$ cat config.mk
export PLATFORM = sky130hd
export DESIGN_NAME = imtap_div
export DESIGN_NICKNAME = d
export VERILOG_FILES = /design/src/hdl/imtap_pkg.sv /design/src/hdl/imtap_div.sv
export SDC_FILE = /design/constraint.sdc
export NUM_CORES = 2
export LEC_CHECK = 0
export BUFFER_PORTS_ARGS = -buffer_cell sky130_fd_sc_hd__buf_2
export CAP_MARGIN = 20
export CORE_MARGIN = 1.5
export CORE_UTILIZATION = 40
export CTS_CLUSTER_DIAMETER = 150
export DETAILED_ROUTE_END_ITERATION = 16
export GPL_ROUTABILITY_DRIVEN = 1
export RECOVER_POWER = 25
export SYNTH_ARGS = -nofsm -noshare
export SYNTH_HDL_FRONTEND = slang
export SYNTH_SLANG_ARGS = --single-unit
export TNS_END_PERCENT = 20
$ cat constraint.sdc
create_clock -name clk -period 9.8 [get_ports clk]
set_clock_uncertainty 0.2 [all_clocks]
set_input_delay 0.49 -clock clk [delete_from_list [all_inputs] [get_ports clk]]
set_output_delay 0.49 -clock clk [all_outputs]
set_load 0.02 [all_outputs]
$ cat src/hdl/imtap_pkg.sv
// Shared types and constants for the im2col tap address generator.
// No dependencies.
`default_nettype none
package imtap_pkg;
	localparam int DIV_W = 24;   // column index width, divider width
	localparam int IDX_W = 24;   // row index field width
	localparam int DIM_W = 12;   // feature map dimension width
	localparam int KER_W = 4;    // kernel size / stride register width

	typedef enum logic [2:0] {
		REG_OUT_HEIGHT = 3'd0,
		REG_OUT_WIDTH  = 3'd1,
		REG_KERNEL_H   = 3'd2,
		REG_KERNEL_W   = 3'd3,
		REG_STRIDE     = 3'd4,
		REG_PAD        = 3'd5,
		REG_IN_HEIGHT  = 3'd6,
		REG_IN_WIDTH   = 3'd7
	} reg_idx_t;

	// static layer geometry handed to the tap sequencer
	typedef struct packed {
		logic [KER_W-1:0] kh_n;
		logic [KER_W-1:0] kw_n;
		logic [KER_W-1:0] stride;
		logic [2:0]       pad;
		logic [DIM_W-1:0] in_h;
		logic [DIM_W-1:0] in_w;
		logic [IDX_W-1:0] plane_in;
	} geom_t;
endpackage
`default_nettype wire

$ cat src/hdl/imtap_div.sv
// Pipelined restoring divider, one quotient bit per stage, with side payload.
// Depends on imtap_pkg.
`default_nettype none
module imtap_div #(
	parameter int PW = 1
) (
	input  wire logic                        clk,
	input  wire logic                        arst_n,
	input  wire logic                        en,
	input  wire logic                        in_v,
	input  wire logic [imtap_pkg::DIV_W-1:0] in_n,
	input  wire logic [PW-1:0]               in_p,
	input  wire logic [imtap_pkg::DIV_W-1:0] divisor,
	output logic                             out_v,
	output logic      [imtap_pkg::DIV_W-1:0] out_q,
	output logic      [imtap_pkg::DIV_W-1:0] out_r,
	output logic      [PW-1:0]               out_p
);
	localparam int W = imtap_pkg::DIV_W;

	logic         v_s [0:W];
	logic [W-1:0] n_s [0:W];
	logic [W-1:0] r_s [0:W];
	logic [W-1:0] q_s [0:W];
	logic [PW-1:0] p_s [0:W];

	always_ff @(posedge clk or negedge arst_n) begin
		if (!arst_n) begin
			v_s[0] <= 1'b0;
		end else if (en) begin
			v_s[0] <= in_v;
		end
	end

	always_ff @(posedge clk) begin
		if (en) begin
			n_s[0] <= in_n;
			r_s[0] <= '0;
			q_s[0] <= '0;
			p_s[0] <= in_p;
		end
	end

	for (genvar k = 1; k <= W; k++) begin : g_stage
		logic [W:0]   sh;
		logic         ge;
		logic [W:0]   diff;
		always_comb begin
			sh   = {r_s[k-1], n_s[k-1][W-1]};
			diff = sh - {1'b0, divisor};
			ge   = (sh >= {1'b0, divisor});
		end
		always_ff @(posedge clk or negedge arst_n) begin
			if (!arst_n) begin
				v_s[k] <= 1'b0;
			end else if (en) begin
				v_s[k] <= v_s[k-1];
			end
		end
		always_ff @(posedge clk) begin
			if (en) begin
				n_s[k] <= {n_s[k-1][W-2:0], 1'b0};
				r_s[k] <= ge ? diff[W-1:0] : sh[W-1:0];
				q_s[k] <= {q_s[k-1][W-2:0], ge};
				p_s[k] <= p_s[k-1];
			end
		end
	end

	assign out_v = v_s[W];
	assign out_q = q_s[W];
	assign out_r = r_s[W];
	assign out_p = p_s[W];
endmodule
`default_nettype wire

==> summary.md <==
| Metric | Value |
|---|---|
| Starting Density | `0.403` |
| Fin crit period | `between 4 and 5 ns` |
| Synth async-reset ratio | `0.0204` |
| DRT iter0 DRCs | `around 3,600` |
| Slew HR | `0.255` |
| TritonCTS Sinks | `1,226` |
| Max-slew violation count | `0` |
| # IOs | `between 100 and 150` |
| Hold Fails Final Rpt | `0` |
| EDFF count, synth | `1,201` |
| Max frequency | `236 MHz` |
| Warnings, synthesis | `0` |
| Die area | `about 180,000 µm²` |
| Post-synthesis cell area | `approximately 70,000 µm²` |
| Max-cap violations | `0` |
| CTS tree | `done` |
| P_leak | `30.4 nW` |
| Dominant synthesized flop cell | `edfxtp_1` |
| HP Class | `in -> reg` |
| DR vias | `~47,000` |
| Seq/Total Area, Yosys | `0.522` |
| Setup crit start kind | `primary input` |
| Worst hold slack | `approximately 0.20 ns` |
| Worst EP arrival | `~4.6 ns` |
| Final worst path period share | `0.433` |
| WP data required | `between 10 and 15 ns` |
| Mean Syn Cell Area | `between 10 and 15 µm²` |
| Final setup fails | `0` |
| Synth Net Count | `~6,600` |
| Total core area | `~170,000 µm²` |
| Final nets | `6,782` |
| Design area | `between 70,000 and 80,000 µm²` |
| Maximum number of pins on one net before global-route repair | `between 150 and 200` |
| Layout cell share with drive strength beyond 1 | `0.121` |
| Crit path max fanout | `21` |
| Synth Register Bits | `1,226` |
| Clk slew on worst S/H paths | `about 0.060 ns` |
| Most common cell after layout, fill and taps aside | `edfxtp_1` |
| Die Y | `roughly 420 µm` |
| DP Area | `~74,000 µm²` |
| Initial antenna violation count | `0` |
| Core Util, Final | `0.452` |
| Routed wire length | `~170 mm` |
| Vias per std cell | `~5.5` |
| Commonest non-fill, non-tap cells in the layout | `1,201 x edfxtp_1, 554 x ha_1, 522 x a21oi_1` |
| Bufs on Longest Clock Path | `3` |
| Synth cell types | `84` |
| Number of H-tree levels | `4` |
| Element type at the critical path end | `flip-flop` |
| Wire per inst | `roughly 20 µm` |
| GRT Overall Usage | `0.189` |
| Setup_tns | `0 ns` |
| IR Drop Worst-Case VDD | `0.000138 V` |
| Post-DP HPWL | `between 100 and 150 mm` |
| Vias in the first global route | `around 47,000` |
| Pwr dens | `between 300 and 400 nW/µm²` |
| Worst Tran Pin Value | `between 1 and 1.5 ns` |
| Post-Syn Instances | `between 5,000 and 6,000` |
| ANT nets after route | `0` |
| Final cell count without fillers | `roughly 8,600` |
| Post-cts gate resize count | `0` |
| N_diodes | `0` |
| Total power | `~27 mW` |
| RSZ-0062 raised after global routing | `no` |
| First-pass GRT wire length | `~270 mm` |
| PortBufs | `102` |
| Skew-Pair Late Insertion Delay | `~0.8 ns` |
| Gp weighted congestion | `0.884` |
| DRC Markers | `0` |
| Chip Width | `between 400 and 500 µm` |
| Status | `completed` |
| Clock root cell | `clkbuf_16` |
| Dpl cells | `~8,300` |
| P&R area growth vs syn | `12.1%` |
| Site Rows | `roughly 150` |
| Total CTS buffers | `147` |
| Post-CTS Setup Repair Bufs | `0` |
| Total global routing overflow | `0` |
| Final setup margin | `between 5 and 6 ns` |
| First-pass DRT Iterations | `5` |
| DP Worst Slack | `just under 5 ns` |
| Critical path class | `in -> reg` |
[worst max-delay path, stage by stage]
cell	delay (ns)
buf_2	0.14
clkinv_1	0.22
buf_4	0.36
ha_1	0.38
nor2b_1	0.14
o31ai_1	0.36
a21oi_1	0.19
o21ai_0	0.67
o31ai_1	0.17
a2111oi_0	0.80
o41ai_1	0.18
xor2_1	0.17
mux2_2	0.27
[final timing paths]
path                            cells after the start         from           to  slack, ns
min in group asynchronous                           3       arst_n       v_s[4]       0.39
worst max-delay path                               13   divisor[1]  r_s[11][23]       5.56
worst min register to register                      0  n_s[12][15]  n_s[13][16]       0.21
worst max register to register                     10  r_s[10][24]  r_s[11][23]       5.68
max in group asynchronous                           4       arst_n      v_s[13]       7.74
worst min-delay path                                2     in_n[18]   n_s[0][18]       0.20
[kinds of logic (layout without fill, tap and decap cells)]
family / Yosys count / count (layout) / share of synthesized area
AO/OA/AOI/OAI: 1622 / 1622 / 0.145
adder cells (fa/ha/maj): 577 / 577 / 0.105
buffers and inverters: 339 / 658 / 0.0190
flip-flops: 1226 / 1226 / 0.522
multiplexers: 380 / 380 / 0.0603
AND/OR/NAND/NOR: 1380 / 1380 / 0.0943
XOR/XNOR: 430 / 430 / 0.0536
[power breakdown]
part | switching [mW] | total (mW) | internal [mW] | leakage, nW
registers | 0.946 | 8.94 | 8.00 | 12.1
logic | 6.66 | 12.2 | 5.58 | 16.0
clock network | 2.26 | 5.38 | 3.12 | 2.31
[cell usage after synthesis, types with 23 or more instances]
master | count | share of area
nor4_1 | 25 | 0.0022
and3_1 | 44 | 0.0039
edfxtp_1 | 1201 | 0.51
fa_1 | 23 | 0.0066
or3_1 | 30 | 0.0027
nand2b_1 | 72 | 0.0064
mux2i_1 | 32 | 0.0046
o21bai_1 | 48 | 0.0051
ha_1 | 554 | 0.099
nor2b_1 | 90 | 0.0080
o31a_1 | 33 | 0.0041
buf_2 | 24 | 0.0017
a21oi_1 | 524 | 0.037
mux2_1 | 32 | 0.0051
o21a_1 | 99 | 0.011
a21o_1 | 217 | 0.023
nand2_1 | 334 | 0.018
clkbuf_1 | 102 | 0.0054
o31ai_1 | 36 | 0.0038
xnor2_1 | 274 | 0.034
dfrtp_1 | 25 | 0.0089
inv_1 | 199 | 0.011
o21ai_0 | 354 | 0.025
mux2_2 | 316 | 0.051
nand4_1 | 83 | 0.0074
nor3_1 | 82 | 0.0058
and2_1 | 25 | 0.0022
nor2_1 | 413 | 0.022
xor2_1 | 156 | 0.019
a31oi_1 | 53 | 0.0047
nand3_1 | 111 | 0.0079
a211oi_1 | 38 | 0.0041
o211ai_1 | 31 | 0.0033
[flip-flops by register name (all words and copies together) (netlist names)]
register / count
n_s: 300
out_v: 1
p_s: 25
q_s: 300
r_s: 576
v_s: 24
[layer usage]
metal	vias up	global-route usage	wire [µm]
li1	23123	-	-
met1	23015	0.249	76800
met2	1060	0.317	81600
met3	283	0.0279	7020
met4	0	0.0664	5520
met5	-	0	0
[area by class of cell]
| class | instances | area (µm²) |
|---|---|---|
| multi-input cells | 4389 | 32300 |
| clock inverters | 90 | 915 |
| fillers | 16017 | 95500 |
| flip-flops and latches | 1226 | 36700 |
| well taps | 2325 | 2910 |
| clock buffers | 180 | 3840 |
| repair buffers | 189 | 1300 |
| inverters | 199 | 747 |
[what timing repair did]
item / 4_1_cts / 5_1_grt
setup endpoints to repair: 0 / 0
endpoints found under the hold margin: 129 / 0
hold buffers: 29 / 0
(Power assumes the default switching activity.)
