<file path="src/hdl/imtap_pkg.sv">
// Shared types and constants for the im2col tap address generator.
// No dependencies.
`default_nettype none
package imtap_pkg;
	localparam int DIV_W = 24;   // column index width, divider width
	localparam int IDX_W = 24;   // row index field width
	localparam int DIM_W = 12;   // feature map dimension width
	localparam int KER_W = 4;    // kernel size / stride register width

	typedef enum logic [2:0] {
		REG_OUT_HEIGHT = 3'd0,
		REG_OUT_WIDTH  = 3'd1,
		REG_KERNEL_H   = 3'd2,
		REG_KERNEL_W   = 3'd3,
		REG_STRIDE     = 3'd4,
		REG_PAD        = 3'd5,
		REG_IN_HEIGHT  = 3'd6,
		REG_IN_WIDTH   = 3'd7
	} reg_idx_t;

	// static layer geometry handed to the tap sequencer
	typedef struct packed {
		logic [KER_W-1:0] kh_n;
		logic [KER_W-1:0] kw_n;
		logic [KER_W-1:0] stride;
		logic [2:0]       pad;
		logic [DIM_W-1:0] in_h;
		logic [DIM_W-1:0] in_w;
		logic [IDX_W-1:0] plane_in;
	} geom_t;
endpackage
`default_nettype wire

</file>
<file path="src/hdl/imtap_seq.sv">
// Column prep, kernel tap sequencer and three-stage tap address pipeline.
// Depends on imtap_pkg.
`default_nettype none
module imtap_seq #(
	parameter int IDX_BITS = 24
) (
	input  wire logic                        clk,
	input  wire logic                        arst_n,
	input  wire imtap_pkg::geom_t            geom,
	input  wire logic                        col_v,
	output logic                             col_take,
	input  wire logic [imtap_pkg::IDX_W-1:0] batch,
	input  wire logic [imtap_pkg::DIM_W-1:0] orow,
	input  wire logic [imtap_pkg::DIM_W-1:0] ocol,
	input  wire logic                        last_col,
	output logic                             out_valid,
	input  wire logic                        out_ready,
	output logic      [imtap_pkg::IDX_W-1:0] row_index,
	output logic                             in_bounds,
	output logic                             last_tap,
	output logic                             tile_end
);
	localparam int IW = imtap_pkg::IDX_W;
	localparam int DW = imtap_pkg::DIM_W;
	localparam int KW = imtap_pkg::KER_W;
	localparam int SW = DW + KW;
	localparam logic [IW-1:0] IDX_MASK =
		(IDX_BITS >= IW) ? {IW{1'b1}} : IW'((64'd1 << IDX_BITS) - 64'd1);

	// prep stage
	logic          v_s1;
	logic [IW-1:0] base_s1;
	logic [SW-1:0] orow_s1, ocol_s1;
	logic          last_s1;
	// sequencer
	logic          busy_q;
	logic [KW-1:0] kh_q, kw_q;
	logic [IW-1:0] base_q;
	logic [SW-1:0] orow_q, ocol_q;
	logic          last_q;
	// tap pipeline
	logic          v_s2, v_s3, v_s4;
	logic          ins_s2, ins_s3;
	logic [DW-1:0] ih_s2, iw_s2;
	logic [IW-1:0] base_s2;
	logic          fin_s2, fin_s3, tile_s2, tile_s3;
	logic [IW-1:0] prod_s3, sum_s3;

	logic en1, en2, en3, emit, fin, ld, prep_en, nonzero;
	logic signed [SW+1:0] ih, iw;
	logic [2*IW-1:0] bprod;

	assign en3  = !v_s4 || out_ready;
	assign en2  = !v_s3 || en3;
	assign en1  = !v_s2 || en2;
	assign emit = busy_q && en1;
	assign fin  = (kh_q == geom.kh_n - KW'(1)) && (kw_q == geom.kw_n - KW'(1));
	assign ld   = v_s1 && (!busy_q || (emit && fin));
	assign prep_en  = !v_s1 || ld;
	assign col_take = prep_en;
	assign nonzero  = (geom.kh_n != '0) && (geom.kw_n != '0);
	assign bprod    = (2*IW)'(batch) * (2*IW)'(geom.plane_in);

	always_ff @(posedge clk or negedge arst_n) begin
		if (!arst_n) begin
			v_s1 <= 1'b0;
		end else if (prep_en) begin
			v_s1 <= col_v;
		end
	end

	always_ff @(posedge clk) begin
		if (prep_en) begin
			base_s1 <= bprod[IW-1:0];
			orow_s1 <= SW'(orow) * SW'(geom.stride);
			ocol_s1 <= SW'(ocol) * SW'(geom.stride);
			last_s1 <= last_col;
		end
	end

	always_ff @(posedge clk or negedge arst_n) begin
		if (!arst_n) begin
			busy_q <= 1'b0;
			kh_q   <= '0;
			kw_q   <= '0;
		end else if (ld) begin
			busy_q <= nonzero;
			kh_q   <= '0;
			kw_q   <= '0;
		end else if (emit) begin
			if (fin) begin
				busy_q <= 1'b0;
			end
			if (kw_q == geom.kw_n - KW'(1)) begin
				kw_q <= '0;
				kh_q <= kh_q + KW'(1);
			end else begin
				kw_q <= kw_q + KW'(1);
			end
		end
	end

	always_ff @(posedge clk) begin
		if (ld) begin
			base_q <= base_s1;
			orow_q <= orow_s1;
			ocol_q <= ocol_s1;
			last_q <= last_s1;
		end
	end

	// input position of the current tap
	always_comb begin
		ih = $signed({2'b00, orow_q}) + $signed({{(SW-KW+2){1'b0}}, kh_q})
			- $signed({{(SW-1){1'b0}}, geom.pad});
		iw = $signed({2'b00, ocol_q}) + $signed({{(SW-KW+2){1'b0}}, kw_q})
			- $signed({{(SW-1){1'b0}}, geom.pad});
	end

	always_ff @(posedge clk or negedge arst_n) begin
		if (!arst_n) begin
			v_s2 <= 1'b0;
			v_s3 <= 1'b0;
			v_s4 <= 1'b0;
		end else begin
			if (en1) v_s2 <= emit;
			if (en2) v_s3 <= v_s2;
			if (en3) v_s4 <= v_s3;
		end
	end

	always_ff @(posedge clk) begin
		if (en1) begin
			ins_s2  <= !ih[SW+1] && !iw[SW+1] &&
				(ih[SW:0] < {{(SW-DW+1){1'b0}}, geom.in_h}) &&
				(iw[SW:0] < {{(SW-DW+1){1'b0}}, geom.in_w});
			ih_s2   <= ih[DW-1:0];
			iw_s2   <= iw[DW-1:0];
			base_s2 <= base_q;
			fin_s2  <= fin;
			tile_s2 <= fin && last_q;
		end
		if (en2) begin
			prod_s3 <= IW'(ih_s2) * IW'(geom.in_w);
			sum_s3  <= base_s2 + {{(IW-DW){1'b0}}, iw_s2};
			ins_s3  <= ins_s2;
			fin_s3  <= fin_s2;
			tile_s3 <= tile_s2;
		end
		if (en3) begin
			row_index <= ins_s3 ? ((prod_s3 + sum_s3) & IDX_MASK) : '0;
			in_bounds <= ins_s3;
			last_tap  <= fin_s3;
			tile_end  <= tile_s3;
		end
	end

	assign out_valid = v_s4;
endmodule
`default_nettype wire

</file>
<file path="config.mk">
export PLATFORM = sky130hd
export DESIGN_NAME = imtap_seq
export DESIGN_NICKNAME = d
export VERILOG_FILES = /design/src/hdl/imtap_pkg.sv /design/src/hdl/imtap_seq.sv
export SDC_FILE = /design/constraint.sdc
export NUM_CORES = 2
export LEC_CHECK = 0
export BUFFER_PORTS_ARGS = -buffer_cell sky130_fd_sc_hd__buf_2
export CORE_UTILIZATION = 28
export DETAILED_ROUTE_END_ITERATION = 10
export PLACE_DENSITY_LB_ADDON = 0.3
export RECOVER_POWER = 100
export REMOVE_ABC_BUFFERS = 1
export SLEW_MARGIN = 20
export SYNTH_ARGS = -nofsm -noshare
export SYNTH_HDL_FRONTEND = slang
export SYNTH_SLANG_ARGS = --single-unit
</file>
<file path="constraint.sdc">
create_clock -name clk -period 10.3 [get_ports clk]
set_input_delay 2.06 -clock clk [delete_from_list [all_inputs] [get_ports clk]]
set_output_delay 2.06 -clock clk [all_outputs]
set_load 0.01 [all_outputs]
</file>
==> impl_metrics.env <==
export IMPL_status="complete, but fails checks"
export IMPL_violations="capacitance limit, slew limit"
export IMPL_r2r_end="base_q[20]"
export IMPL_fin_setup_tns_ps=0
export IMPL_rows=116
export IMPL_synth_commonest_cells="541 x inv_1, 361 x fa_1, 333 x nand2_1"
export IMPL_clk_latency_ps=570
export IMPL_cts_buffer_depth=3
export IMPL_core_region_area_um2=100000
export IMPL_ys_warn_count=0
export IMPL_grt_max_degree=62
export IMPL_fmax_ghz=0.120
export IMPL_io_pin_count=145
export IMPL_startpoint_type="input pin"
export IMPL_antenna_found_initial=5
export IMPL_fin_crit_sh_pct=81.0
export IMPL_grt_ovfl_total=0
export IMPL_multi_input_area_um2=18300
export IMPL_setup_viol=0
export IMPL_synth_seq_cells=256
export IMPL_routed_via_density=4.35
export IMPL_yosysUniqueCellTypes=69
export IMPL_cts_resized=0
export IMPL_whs_ps=411
export IMPL_critPathLaunch="geom[0]"
export IMPL_rr_worst_depth=6
export IMPL_end_kind="flip-flop"
export IMPL_start_util_pct=28.2
export IMPL_hold_viol_final=0
export IMPL_chipHeight_um=320
export IMPL_hp_class="reg2reg"
export IMPL_die_area_um2=102000
export IMPL_hold_path_cell_count=0
export IMPL_post_cts_buffers=0
export IMPL_cts_tree="built"
export IMPL_routedWlPerCell_um=15.0
export IMPL_synth_area_top_cells="edfxtp_1 26%, fa_1 26%, ha_1 13%, inv_1 7.2%, and2_1 6.2%"
export IMPL_yosysTopAreaCell="edfxtp_1"
export IMPL_met2_usage_pct=22.2
export IMPL_io_buffer_count=144
export IMPL_critical_path_required_ps=10600
export IMPL_syn2layout_area_growth_pct=10.7
export IMPL_clk_pin_slew_worst_paths_ps=60
export IMPL_rsz0062_at_grt="no"
export IMPL_drtPass1Iterations=5
export IMPL_ys_seq_area_share_pct=27.0
export IMPL_rrSetupSlack_ps=3580
export IMPL_clock_sinks=256
export IMPL_path_class="in2reg"
export IMPL_ctsRootBufferMaster="clkbuf_16"
export IMPL_synth_ff_type="edfxtp_1"
export IMPL_ant_nets=0
export IMPL_drc=0
export IMPL_holdCritStartpoint="base_s1[6]"
export IMPL_slew_violations=223
export IMPL_hold_buffers=0
export IMPL_whs_endpoint="base_q[6]"
export IMPL_ff_latch_area_um2=7620
export IMPL_clock_skew_ps=15.6
export IMPL_layout_drive_gt1_share_pct=5.97
export IMPL_maxCapViolCount=4
export IMPL_detail_route_wirelength_um=63500
export IMPL_numCtsBuffers=29
export IMPL_cp_max_fo=24
export IMPL_synth_most_common_cell="inv_1"
export IMPL_max_slew_margin_pct=-121
export IMPL_die_w_um=320
export IMPL_fillers=10377
export IMPL_fin_nets=3658
export IMPL_grt_pass1_vias=19246
export IMPL_syn_area_um2=28200
export IMPL_timing_final_crit_period_ps=8340
export IMPL_hpwl_um=51700
export IMPL_async_flop_share_pct=5.08
export IMPL_synth_edf_count=243
export IMPL_synth_area_per_cell_um2=10.1
export IMPL_vias=18333
export IMPL_synthCells=2790
export IMPL_gp_routability_congestion=0.801
export IMPL_use_met1_pct=16.9
export IMPL_crit_arrival_ps=8650
export IMPL_use_met3_pct=1.51
export IMPL_yosys_area_top_type_share_pct=25.8
export IMPL_drt_iter0_markers=710
export IMPL_top_usage_layer="met2"
export IMPL_rr_startpoint="out_valid"
export IMPL_worst_pin_slew_ps=3310
export IMPL_grtUsageTotal_pct=12.7
export IMPL_h_tree_depth=1
export IMPL_grt_pass1_wl_um=104000
final cells by class:
type	instances	share of cell area (%)
timing repair buffer	148	2.19
multi-input combinational	1918	58.5
clock inverter	22	0.861
sequential	256	24.4
inverter	541	6.50
tap	1298	5.20
clock buffer	31	2.35
antenna	4	0.0320
per-layer routing:
metal | part of all wire [%] | up-vias
li1 | - | 9055
met1 | 47 | 8948
met3 | 3.3 | 68
met5 | 0.072 | -
met4 | 1.5 | 8
met2 | 48 | 254
placed cells by master (no fill, tap or decap), types with 29 or more instances in the layout:
cell and count:
o21ai_0 51, clkbuf_1 47, ha_1 287, nand2_1 332, xnor2_1 133, and2_1 255
nor2_1 58, fa_1 361, clkbuf_16 29, edfxtp_1 243, a21o_1 33, nor3_1 30
a21oi_1 90, buf_2 103, inv_1 540, xor2_1 45
metrics by stage:
stage               util (%)  cell area (um^2)  setup slack [ps]  cells
floorplan                  -             28000              2860   2715
global placement        30.4             30400              2040   4161
detailed placement      30.4             30400              1990   4161
CTS                     31.4             31400              2630   4214
global route            31.2             31200              1620   4214
finish                  31.3             31300              1960   4218
flip-flops by register name, indices dropped and copies added, names as in the netlist, 24 cells and up:
register and flops:
base_q 24, base_s1 24, base_s2 24, prod_s3 24, row_index 24, sum_s3 24
cells by family after synthesis:
kind of cell,count (synthesis),synth area share (%)
flip-flops,256,27.0
AND/OR/NAND/NOR,806,14.3
AO/OA/AOI/OAI,284,6.62
XOR/XNOR,178,5.52
adder cells (fa/ha/maj),648,38.3
buffers and inverters,616,8.19
multiplexers,2,0.0753
worst max path at each step:
stage                        to  cells past startpoint  slack (ps)
global route            kh_q[1]                      8        1620
floorplan              col_take                      4        2860
detailed placement  base_s1[23]                     24        1990
finish              base_s1[23]                     24        1960
CTS                 base_s1[23]                     24        2630
global placement    base_s1[23]                     24        2040
worst max-delay path: stages:
cell,delay (ps)
clkbuf_1,880
nand2_1,190
fa_1,590
inv_1,60
fa_1,530
inv_1,60
fa_1,520
inv_1,40
ha_1,180
fa_1,470
inv_1,50
fa_1,490
fa_1,490
inv_1,40
ha_1,290
o21ai_0,110
a21boi_0,280
nand3_1,130
or2_1,250
a31oi_1,190
o21ai_0,180
a21oi_1,280
o31ai_1,130
xnor2_1,130
Power is left out: the tool's default activity adds up to more than one toggle a clock period on the data nets, which glitch-free logic cannot reach.
